--- src/rtl/mrcf_pkg.sv ---
`timescale 1ns / 1ps
// ----------------------------------------------------------------------------
// mrcf_pkg
// shared types, constants and the crc-16/modbus byte fold for the framer
// ----------------------------------------------------------------------------
package mrcf_pkg;

  localparam int unsigned CRC_W   = 16;
  localparam int unsigned BYTE_W  = 8;
  localparam int unsigned NUM_RES = 3;  // most words one input byte can cause
  localparam int unsigned CNT_W   = 2;  // holds 0 .. NUM_RES

  localparam logic [CRC_W-1:0] CRC_POLY = 16'hA001;
  localparam logic [CRC_W-1:0] CRC_INIT = 16'hFFFF;

  localparam logic MODE_GEN   = 1'b0;
  localparam logic MODE_CHECK = 1'b1;

  localparam logic [1:0] SEEN_MAX = 2'd3;

  // one result word
  typedef struct packed {
    logic [BYTE_W-1:0] out_byte;
    logic              frame_end;
    logic              is_status;
    logic              crc_ok;
  } res_t;

  // words handed from the crc core to the result queue in one cycle
  typedef struct packed {
    logic               valid;
    logic [CNT_W-1:0]   count;
    res_t [NUM_RES-1:0] res;
  } push_t;

  // reflected crc, lsb first, eight bit steps
  function automatic logic [CRC_W-1:0] fold_byte(input logic [CRC_W-1:0] crc,
                                                 input logic [BYTE_W-1:0] b);
    logic [CRC_W-1:0] c;
    c = crc ^ {{(CRC_W-BYTE_W){1'b0}}, b};
    for (int k = 0; k < BYTE_W; k++) begin
      if (c[0]) begin
        c = (c >> 1) ^ CRC_POLY;
      end else begin
        c = c >> 1;
      end
    end
    return c;
  endfunction

endpackage

--- src/rtl/mrcf_crc_core.sv ---
`timescale 1ns / 1ps
// ----------------------------------------------------------------------------
// mrcf_crc_core
// input register, running crc state and generation of the result words
// ----------------------------------------------------------------------------
module mrcf_crc_core (
  input  logic                             clk,
  input  logic                             rst_n,
  input  logic                             in_tvalid,
  output logic                             in_tready,
  input  logic                             in_mode,
  input  logic [mrcf_pkg::BYTE_W-1:0]      in_byte,
  input  logic                             in_last,
  input  logic [mrcf_pkg::CNT_W-1:0]       room,
  output mrcf_pkg::push_t                  push
);

  logic                           s1_valid_r;
  logic                           s1_mode_r;
  logic [mrcf_pkg::BYTE_W-1:0]    s1_byte_r;
  logic                           s1_last_r;
  logic [mrcf_pkg::CRC_W-1:0]     crc_r;
  logic [mrcf_pkg::CRC_W-1:0]     crc_nxt;
  logic [1:0]                     seen_r;
  logic [1:0]                     seen_nxt;
  logic [mrcf_pkg::CRC_W-1:0]     crc_fold;
  logic [1:0]                     seen_inc;
  logic [mrcf_pkg::CNT_W-1:0]     n_res;
  mrcf_pkg::res_t [mrcf_pkg::NUM_RES-1:0] res;
  logic                           push_go;

  always_comb begin
    crc_fold = mrcf_pkg::fold_byte(crc_r, s1_byte_r);
    seen_inc = (seen_r == mrcf_pkg::SEEN_MAX) ? seen_r : seen_r + 2'd1;
    res      = '0;
    n_res    = '0;
    if (s1_mode_r == mrcf_pkg::MODE_GEN) begin
      res[0].out_byte = s1_byte_r;
      n_res           = 2'd1;
      if (s1_last_r) begin
        // crc low byte then high byte, high byte closes the frame
        res[1].out_byte  = crc_fold[7:0];
        res[2].out_byte  = crc_fold[15:8];
        res[2].frame_end = 1'b1;
        n_res            = 2'd3;
      end
    end else if (s1_last_r) begin
      res[0].frame_end = 1'b1;
      res[0].is_status = 1'b1;
      res[0].crc_ok    = (crc_fold == '0) && (seen_inc == mrcf_pkg::SEEN_MAX);
      n_res            = 2'd1;
    end
  end

  assign push_go   = s1_valid_r && (n_res <= room);
  assign in_tready = !s1_valid_r || push_go;

  assign push.valid = push_go;
  assign push.count = n_res;
  assign push.res   = res;

  assign crc_nxt  = s1_last_r ? mrcf_pkg::CRC_INIT : crc_fold;
  assign seen_nxt = s1_last_r ? 2'd0 : seen_inc;

  always_ff @(posedge clk) begin
    if (!rst_n) begin
      s1_valid_r <= 1'b0;
      crc_r      <= mrcf_pkg::CRC_INIT;
      seen_r     <= 2'd0;
    end else begin
      if (in_tready) begin
        s1_valid_r <= in_tvalid;
      end
      if (push_go) begin
        crc_r  <= crc_nxt;
        seen_r <= seen_nxt;
      end
    end
  end

  always_ff @(posedge clk) begin
    if (in_tvalid && in_tready) begin
      s1_mode_r <= in_mode;
      s1_byte_r <= in_byte;
      s1_last_r <= in_last;
    end
  end

endmodule

--- src/rtl/mrcf_res_queue.sv ---
`timescale 1ns / 1ps
// ----------------------------------------------------------------------------
// mrcf_res_queue
// three-entry result queue, takes up to three words a cycle, gives one while out_tready is high
// ----------------------------------------------------------------------------
module mrcf_res_queue (
  input  logic                         clk,
  input  logic                         rst_n,
  input  mrcf_pkg::push_t              push,
  output logic [mrcf_pkg::CNT_W-1:0]   room,
  output logic                         out_tvalid,
  input  logic                         out_tready,
  output mrcf_pkg::res_t               head
);

  mrcf_pkg::res_t [mrcf_pkg::NUM_RES-1:0] q_r;
  mrcf_pkg::res_t [mrcf_pkg::NUM_RES-1:0] q_nxt;
  logic [mrcf_pkg::CNT_W-1:0]             cnt_r;
  logic [mrcf_pkg::CNT_W-1:0]             cnt_nxt;
  logic [mrcf_pkg::CNT_W-1:0]             cnt_pop;
  logic [mrcf_pkg::CNT_W-1:0]             k;
  logic                                   pop;

  assign out_tvalid = (cnt_r != '0);
  assign head       = q_r[0];
  assign pop        = out_tvalid && out_tready;
  assign cnt_pop    = cnt_r - {{(mrcf_pkg::CNT_W-1){1'b0}}, pop};
  assign room       = mrcf_pkg::CNT_W'(mrcf_pkg::NUM_RES) - cnt_pop;
  assign cnt_nxt    = push.valid ? cnt_pop + push.count : cnt_pop;

  always_comb begin
    q_nxt = q_r;
    k     = '0;
    for (int i = 0; i < mrcf_pkg::NUM_RES; i++) begin
      if (mrcf_pkg::CNT_W'(i) < cnt_pop) begin
        // surviving entries slide toward the head
        if (pop && (i < mrcf_pkg::NUM_RES - 1)) begin
          q_nxt[i] = q_r[i+1];
        end
      end else begin
        k = mrcf_pkg::CNT_W'(i) - cnt_pop;
        if (push.valid && (k < push.count)) begin
          q_nxt[i] = push.res[k];
        end
      end
    end
  end

  always_ff @(posedge clk) begin
    if (!rst_n) begin
      cnt_r <= '0;
    end else begin
      cnt_r <= cnt_nxt;
    end
  end

  always_ff @(posedge clk) begin
    q_r <= q_nxt;
  end

endmodule

--- src/rtl/modbus_rtu_crc_framer_top.sv ---
`timescale 1ns / 1ps
// ----------------------------------------------------------------------------
// modbus_rtu_crc_framer_top
// crc-16/modbus frame builder and checker on a byte stream
// ----------------------------------------------------------------------------
// Bytes of a modbus rtu frame enter one word per cycle; in_tuser selects the
// mode and in_tlast marks the last byte. Every byte is folded into a
// reflected crc-16 (poly 0xa001, start 0xffff). In build mode (in_tuser 0)
// each byte is echoed, and after the last byte the crc low byte and then the
// high byte are appended, the high byte with out_tlast set. In check mode
// (in_tuser 1) the frame carries its own crc; nothing comes out until the
// last byte, then one status word (out_tuser 1, out_tlast 1) whose crc_ok
// bit is set when the residue is zero and the frame was at least three bytes
// long. The crc resets after every last byte. An input byte is taken every
// cycle as long as the result side keeps up: bytes pass the input register
// and then the result queue, echoed bytes flow at one per cycle, and a
// build-mode last byte produces three words, so the output port sets the
// pace at one word per cycle. The three-entry result queue lets the input
// side keep accepting while results wait on out_tready, as long as the
// queue has room for every word the held byte produces; a build-mode last
// byte needs all three entries free, so it waits until the queue is empty
// or its one remaining word leaves in the same cycle. Check-mode bytes that
// are not last produce nothing and are never held up.
// ----------------------------------------------------------------------------
module modbus_rtu_crc_framer_top (
  input  logic        clk,
  input  logic        rst_n,
  // input words
  input  logic        in_tvalid,
  output logic        in_tready,
  input  logic [7:0]  in_tdata,   // [7:0] data_byte
  input  logic        in_tuser,   // [0] mode: 0 build, 1 check
  input  logic        in_tlast,   // last byte of the frame
  // result words
  output logic        out_tvalid,
  input  logic        out_tready,
  output logic [15:0] out_tdata,  // [7:0] out_byte, [8] crc_ok, [15:9] zero
  output logic        out_tuser,  // [0] is_status
  output logic        out_tlast   // frame_end
);

  mrcf_pkg::push_t                 push;
  logic [mrcf_pkg::CNT_W-1:0]      room;
  mrcf_pkg::res_t                  head;

  // input register, crc state and word generation
  mrcf_crc_core u_core (
    .clk       (clk),
    .rst_n     (rst_n),
    .in_tvalid (in_tvalid),
    .in_tready (in_tready),
    .in_mode   (in_tuser),
    .in_byte   (in_tdata),
    .in_last   (in_tlast),
    .room      (room),
    .push      (push)
  );

  // result queue decouples the output handshake from the crc path
  mrcf_res_queue u_queue (
    .clk        (clk),
    .rst_n      (rst_n),
    .push       (push),
    .room       (room),
    .out_tvalid (out_tvalid),
    .out_tready (out_tready),
    .head       (head)
  );

  assign out_tdata = {7'd0, head.crc_ok, head.out_byte};
  assign out_tuser = head.is_status;
  assign out_tlast = head.frame_end;

endmodule
--- config.mk ---
export PLATFORM = sky130hd
export DESIGN_NAME = modbus_rtu_crc_framer_top
export DESIGN_NICKNAME = d
export VERILOG_FILES = /design/src/rtl/mrcf_pkg.sv /design/src/rtl/mrcf_crc_core.sv /design/src/rtl/mrcf_res_queue.sv /design/src/rtl/modbus_rtu_crc_framer_top.sv
export SDC_FILE = /design/constraint.sdc
export NUM_CORES = 1
export LEC_CHECK = 0
export BUFFER_PORTS_ARGS = -buffer_cell sky130_fd_sc_hd__buf_4
export CELL_PAD_IN_SITES_DETAIL_PLACEMENT = 0
export CELL_PAD_IN_SITES_GLOBAL_PLACEMENT = 1
export CORE_MARGIN = 2
export CORE_UTILIZATION = 44
export CTS_BUF_LIST = sky130_fd_sc_hd__clkbuf_8
export CTS_CLUSTER_SIZE = 8
export DETAILED_ROUTE_END_ITERATION = 16
export PLACE_DENSITY_LB_ADDON = 0.1
export SLEW_MARGIN = 20
export SYNTH_ARGS = -nofsm -noshare
export SYNTH_HDL_FRONTEND = slang
export SYNTH_SLANG_ARGS = --single-unit
export TNS_END_PERCENT = 5
--- constraint.sdc ---
create_clock -name clk -period 5.8 [get_ports clk]
set_clock_uncertainty 0.05 [all_clocks]
set_input_delay 1.16 -clock clk [delete_from_list [all_inputs] [get_ports clk]]
set_output_delay 1.16 -clock clk [all_outputs]
set_load 0.05 [all_outputs]
==> out/results.ini, run 1 <==
[status]
status = complete, no violations

[cells_and_area]
layout_common_cells = nand2_1, edfxtp_1, buf_4, dfxtp_1, a21oi_1
nets = 369
drive_gt1_frac = 0.1816
areaGrowthSynthToFinish_pct = 12.58
layout_commonest_cell = nand2_1
n_antenna_cell = 0
n_fill_cell = 706

[clock_tree]
holdBufCountCts = 0
cts-buffers-inserted = 9
root_buffer = clkbuf_8
cts_resized = 0
cts_setup_buffers = 0
htree_levels = 3
cts.clk_slew.worst_paths_ns = 0.07
cts_buffer_depth = 2
insertion_delay_ns = 0.34
cts_tree = built
cts_sinks = 64

[critical_path]
cp.arrival_ns = 3.10
crit_family = adder cells
cp_max_fo = 21
slowest_delay_ns = 0.78
startpoint = out_tready
crit_buf_inv = 3
cp.required_ns = 4.59
slowest_stage = ha_1
reg2reg_depth = 10
startpoint_type = input pin
crit_end = in_tready
cp.depth = 8
crit_chain = buf_4, nand2_1, inv_1, ha_1, ha_1, o22a_1, nand2_1, buf_4
rr_endpoint = u_queue.q_r[28]
critPathCaptureType = primary output
rrSetupSlack_ns = 1.94
crit_type = in -> out
r2r_start = u_queue.cnt_r[0]

[drt]
antenna_left = 0
first_pass_iters = 5
drt_wl_total_um = 7431
drcViolationCount = 0
vias = 2469
wl_per_cell_um = 16.55
drt_iter0_markers = 315
via_per_inst = 5.499

[synth]
async_reset_ff_frac = 0
synth_cell_types = 51
synth_area_leaders = edfxtp_1, dfxtp_1, nand2_1, ha_1, xnor2_2
yosys_register_bits = 64
yosys.area.top_type = edfxtp_1
synth_area_um2 = 3422
synth_edf_count = 43
yosysSeqAreaShare = 0.5002
avgSynthCellArea_um2 = 10.43
synthCells = 328
synth_warnings = 0
synth-main-ff-cell = edfxtp_1
synth_top_area_frac = 0.3773

[place]
dp_hpwl_um = 5309
io_buffers = 26
routabilityCongestion = 0.8247

[floorplanning]
core_um2 = 7647
rows = 32
die-area_um2 = 8499
die_w_um = 92.19
ios = 34
start_util = 0.4475
die_height_um = 92.19

[global_route]
track_usage = 0.1921
grt_pass1_vias = 2315
grt_pass1_wl_um = 12570
grt_max_degree = 27
grt_overflow_total = 0
grt_antenna_before_repair = 0

[timing]
hold_violations = 0
rsz0062_at_grt = no
tightest_slew_ns = 0.9668
setup_viol = 0
period_share = 0.7427
fmax_mhz = 232.1
tns_ns = 0
period_needed_ns = 4.308
slew_violations = 0
maxSlewHeadroom = 0.3505

[job]
drv_cap = 0

[min_path]
hp-class = reg -> reg

state kept, by name, indices dropped and copies added (netlist names):
| signal | cells |
|---|---|
| u_core.crc_r | 16 |
| u_core.s1_byte_r | 8 |
| u_core.s1_last_r | 1 |
| u_core.s1_mode_r | 1 |
| u_core.s1_valid_r | 1 |
| u_core.seen_r | 2 |
| u_queue.cnt_r | 2 |
| u_queue.head | 11 |
| u_queue.q_r | 22 |
tightest hold or removal path, cell delays in order, from the launching register on:
cell and delay [ns]:
dfxtp_1 0.32, nand2_1 0.05, nand3_1 0.06
final cells by class:
type	count	area, µm²	area share
well taps	102	127.6	0.03313
inverters	18	67.56	0.01754
clock buffers	9	123.9	0.03215
clock inverters	7	110.1	0.02858
multi-input cells	219	1486	0.3858
repair buffers	30	225.2	0.05846
flip-flops and latches	64	1712	0.4443
metrics by stage:
| stage | instances | util | instance area [µm²] | hold slack (ns) | setup slack, ns |
|---|---|---|---|---|---|
| after floorplan | 334 | - | 3445 | 0.4101 | 0.1115 |
| after global placement | 433 | 0.4727 | 3615 | 0.4245 | 1.423 |
| after detailed placement | 433 | 0.4727 | 3615 | 0.4283 | 1.332 |
| after CTS | 449 | 0.5033 | 3849 | 0.4378 | 1.524 |
| after global routing | 449 | 0.5038 | 3852 | 0.4656 | 1.372 |
| final | 449 | 0.5038 | 3852 | 0.4330 | 1.492 |
worst min path at each step:
stage,from,end,depth (start not counted)
floorplan,u_core.crc_r[5],u_core.crc_r[5],2
global placement,u_core.crc_r[0],u_core.crc_r[0],2
detailed placement,u_core.crc_r[5],u_core.crc_r[5],2
CTS,u_core.crc_r[5],u_core.crc_r[5],2
global route,u_core.crc_r[8],u_core.crc_r[8],2
finish,u_core.crc_r[5],u_core.crc_r[5],2
cell families after synthesis:
family | after synthesis | synth area share
xor gates and xnor gates | 24 | 0.08885
and+or+nand+nor | 105 | 0.1386
adders and majority gates | 13 | 0.04753
DFF | 64 | 0.5002
other | 1 | 0.001096
AOI/OAI and AO/OA | 70 | 0.1488
buffers and inverters | 51 | 0.07496
routing by layer:
metal,GRT usage,routed length (µm)
met2,0.2733,3192
met1,0.2862,3654
met5,0,0
met3,0.02794,416
met4,0.09080,167
cells in the mapped netlist, types with 2 or more instances:
cell	number
a21o_1	4
a21oi_1	20
a221o_1	2
a222oi_1	5
a31oi_1	2
and3_1	2
buf_1	2
buf_2	4
buf_4	16
clkbuf_1	11
dfxtp_1	21
edfxtp_1	43
ha_1	13
inv_1	17
nand2_1	47
nand2b_1	2
nand3_1	16
nand4_1	4
nor2_1	13
nor3_1	14
o211a_1	2
o211ai_1	9
o21ai_0	5
o22a_1	2
o22ai_1	4
o31ai_1	4
xnor2_1	9
xnor2_2	8
xor2_1	4
xor2_2	2
Power of run 1 is not shown: default switching activity piles up to over one toggle a cycle in this logic, so the estimate is an artifact.
==> inputs of run 2 (changes only) <==
ABC_AREA = 1   (was default)
CORE_UTILIZATION = 46   (was 44)
clock period = 4.5 ns   (was 5.8 ns; I/O delays follow)
==> run 2 against run 1 <==
  * First-iteration DRC count decreased by 52%
  * Worst hold slack got worse by 0.0013 ns
  * Design area increased by 6.7%
  * Core utilization increased by 2.8 points
  * Synthesized cell count increased by 38%
  * Global-route usage increased by 2.3 points
  * Via count increased by 19%
  * Die area increased by 2.6%
  * Non-clock buffer count increased by 1
  * Synthesized area increased by 7.4%
==> out/results.ini, run 2 <==
[status]
status = complete, no violations

[clock_tree]
htree_levels = 3
cts.clk_slew.worst_paths_ns = 0.08
root_buffer = clkbuf_8
cts_resized = 0
cts_setup_buffers = 0
insertion_delay_ns = 0.34
cts-buffers-inserted = 9
cts_sinks = 64
cts_buffer_depth = 2
cts_tree = built
holdBufCountCts = 0

[synth]
yosys.area.top_type = edfxtp_1
synth_area_um2 = 3675
synth_cell_types = 34
synthTopCellsByCount = nand2_1, inv_1, edfxtp_1
synth_warnings = 0
avgSynthCellArea_um2 = 8.130
yosysMostFrequentCell = nand2_1
async_reset_ff_frac = 0
synth-main-ff-cell = edfxtp_1
synth_edf_count = 43
synth_area_leaders = edfxtp_1, nand2_1, dfxtp_1, inv_1, ha_1
yosysSeqAreaShare = 0.4658
yosys_register_bits = 64
synthCells = 452
synth_top_area_frac = 0.3514

[floorplanning]
core_um2 = 7727
die_w_um = 93.38
ios = 34
die-area_um2 = 8720
start_util = 0.4756
die_height_um = 93.38
rows = 32

[critical_path]
critPathCaptureType = primary output
crit_type = in -> out
reg2reg_depth = 10
r2r_start = u_queue.cnt_r[0]
cp.required_ns = 3.55
rr_endpoint = u_queue.q_r[22]
cp.arrival_ns = 2.98
cp_max_fo = 14
startpoint = out_tready
rrSetupSlack_ns = 0.99
startpoint_type = input pin

[place]
placed_cell_area_um2 = 3886
dp_hpwl_um = 6582
io_buffers = 26
routabilityCongestion = 0.9023

[pwr]
internal_power_mw = 1.746
power_switching_mw = 1.571
p_per_area_nw_per_um2 = 807.0
vdd_drop_max_mv = 0.4071
comb_power_share = 0.525
seq_power_share = 0.305
leakagePower_nw = 2.052
clkPwrFrac = 0.170
power_mw = 3.317
swShare = 0.4736

[timing]
fin_hold_ws_ns = 0.4316
slew_violations = 0
tightest_slew_ns = 0.7360
period_share = 0.8733
rsz0062_at_grt = no
hold_violations = 0
fmax_mhz = 254.5
maxSlewHeadroom = 0.5093
period_needed_ns = 3.930
tns_ns = 0
setup_viol = 0

[min_path]
min_to = u_core.crc_r[12]
hp-class = reg -> reg
hp-start = u_core.crc_r[12]
hold_depth = 2

[cells_and_area]
stdcell_area_um2 = 4110
areaGrowthSynthToFinish_pct = 11.85
drive_gt1_frac = 0.1506
fin_util = 0.5319
nets = 500
largest_reg_flops = 22
layout_common_cells = nand2_1, inv_1, edfxtp_1, buf_4, nor2_1
regMostFlops = u_queue.q_r
layout_commonest_cell = nand2_1
n_antenna_cell = 0

[drt]
drcViolationCount = 0
wl_per_cell_um = 14.77
first_pass_iters = 5
via_per_inst = 5.050
antenna_left = 0
vias = 2929
drt_wl_total_um = 8566
drt_iter0_markers = 150

[job]
drv_cap = 0

[global_route]
grt_max_degree = 32
grt_pass1_vias = 2816
grt_overflow_total = 0
grt_pass1_wl_um = 14230
track_usage = 0.2153
grt_antenna_before_repair = 0

[run 2: cell types whose count changed after synthesis, sizes merged, moves of 5 or more]
cell | before | now
o211ai | 9 | 23
nor3 | 14 | 0
xnor2 | 18 | 1
o221ai | 0 | 7
xor2 | 6 | 0
inv | 18 | 61
a21oi | 20 | 5
clkbuf | 11 | 5
o31ai | 5 | 0
o21ai | 6 | 13
nor2 | 13 | 30
a222oi | 5 | 0
nand2 | 47 | 170
[run 2: critical path, cell delays in order]
cell and delay, ns:
buf_4 0.11, nand2_1 0.09, inv_1 0.05, ha_1 0.18, or2_2 0.29, nand2_1 0.08
inv_1 0.22, ha_1 0.49, nor2_2 0.07, o221ai_1 0.24, buf_4 0.26
[run 2: layout make-up]
type	count	area, µm²
fill	748	3617
sequential	64	1712
multi-input combinational	306	1585
timing repair buffer	31	232.7
inverter	61	229.0
tap	102	127.6
clock buffer	9	123.9
clock inverter	7	100.1
[run 2: cell families after synthesis]
| group | count (synthesis) | share of synthesized area |
|---|---|---|
| adders and majority gates | 13 | 0.04426 |
| xor gates and xnor gates | 1 | 0.002384 |
| buffers and inverters | 88 | 0.1107 |
| other | 1 | 0.001020 |
| and+or+nand+nor | 223 | 0.2421 |
| AOI/OAI and AO/OA | 62 | 0.1338 |
| DFF | 64 | 0.4658 |
[run 2: power groups by stage]
stage,logic (mW),registers [mW],clock network (mW)
4_1_cts,1.73,1.01,0.577
5_1_grt,1.93,1.04,0.605
2_1_floorplan,1.31,1.04,0
6_report,1.74,1.01,0.565
3_3_place_gp,1.71,1.02,0
3_5_place_dp,1.72,1.03,0
[run 2: worst max path at each step]
stage / end / slack (ns) / depth (start not counted)
floorplan: in_tready / 0.36 / 10
global placement: u_queue.q_r[27] / 0.65 / 10
detailed placement: u_queue.q_r[29] / 0.59 / 10
CTS: in_tready / 0.58 / 11
global route: in_tready / 0.41 / 11
finish: in_tready / 0.57 / 11
[run 2: stage by stage]
step	instances	worst slack, ns
final	580	0.5700
after global routing	580	0.4056
after CTS	580	0.5843
after detailed placement	564	0.5918
after global placement	564	0.6497
after floorplan	458	0.3646
[run 2: per-layer routing]
metal	GRT usage	part of all wire	routed length, µm	vias up
met3	0.03143	0.044	380	2
met4	0.07108	0.0026	22	0
met1	0.3081	0.49	4180	1349
li1	-	-	-	1505
met5	0	0	0	-
met2	0.3357	0.46	3983	73
Power figures use the tool's default switching activity.
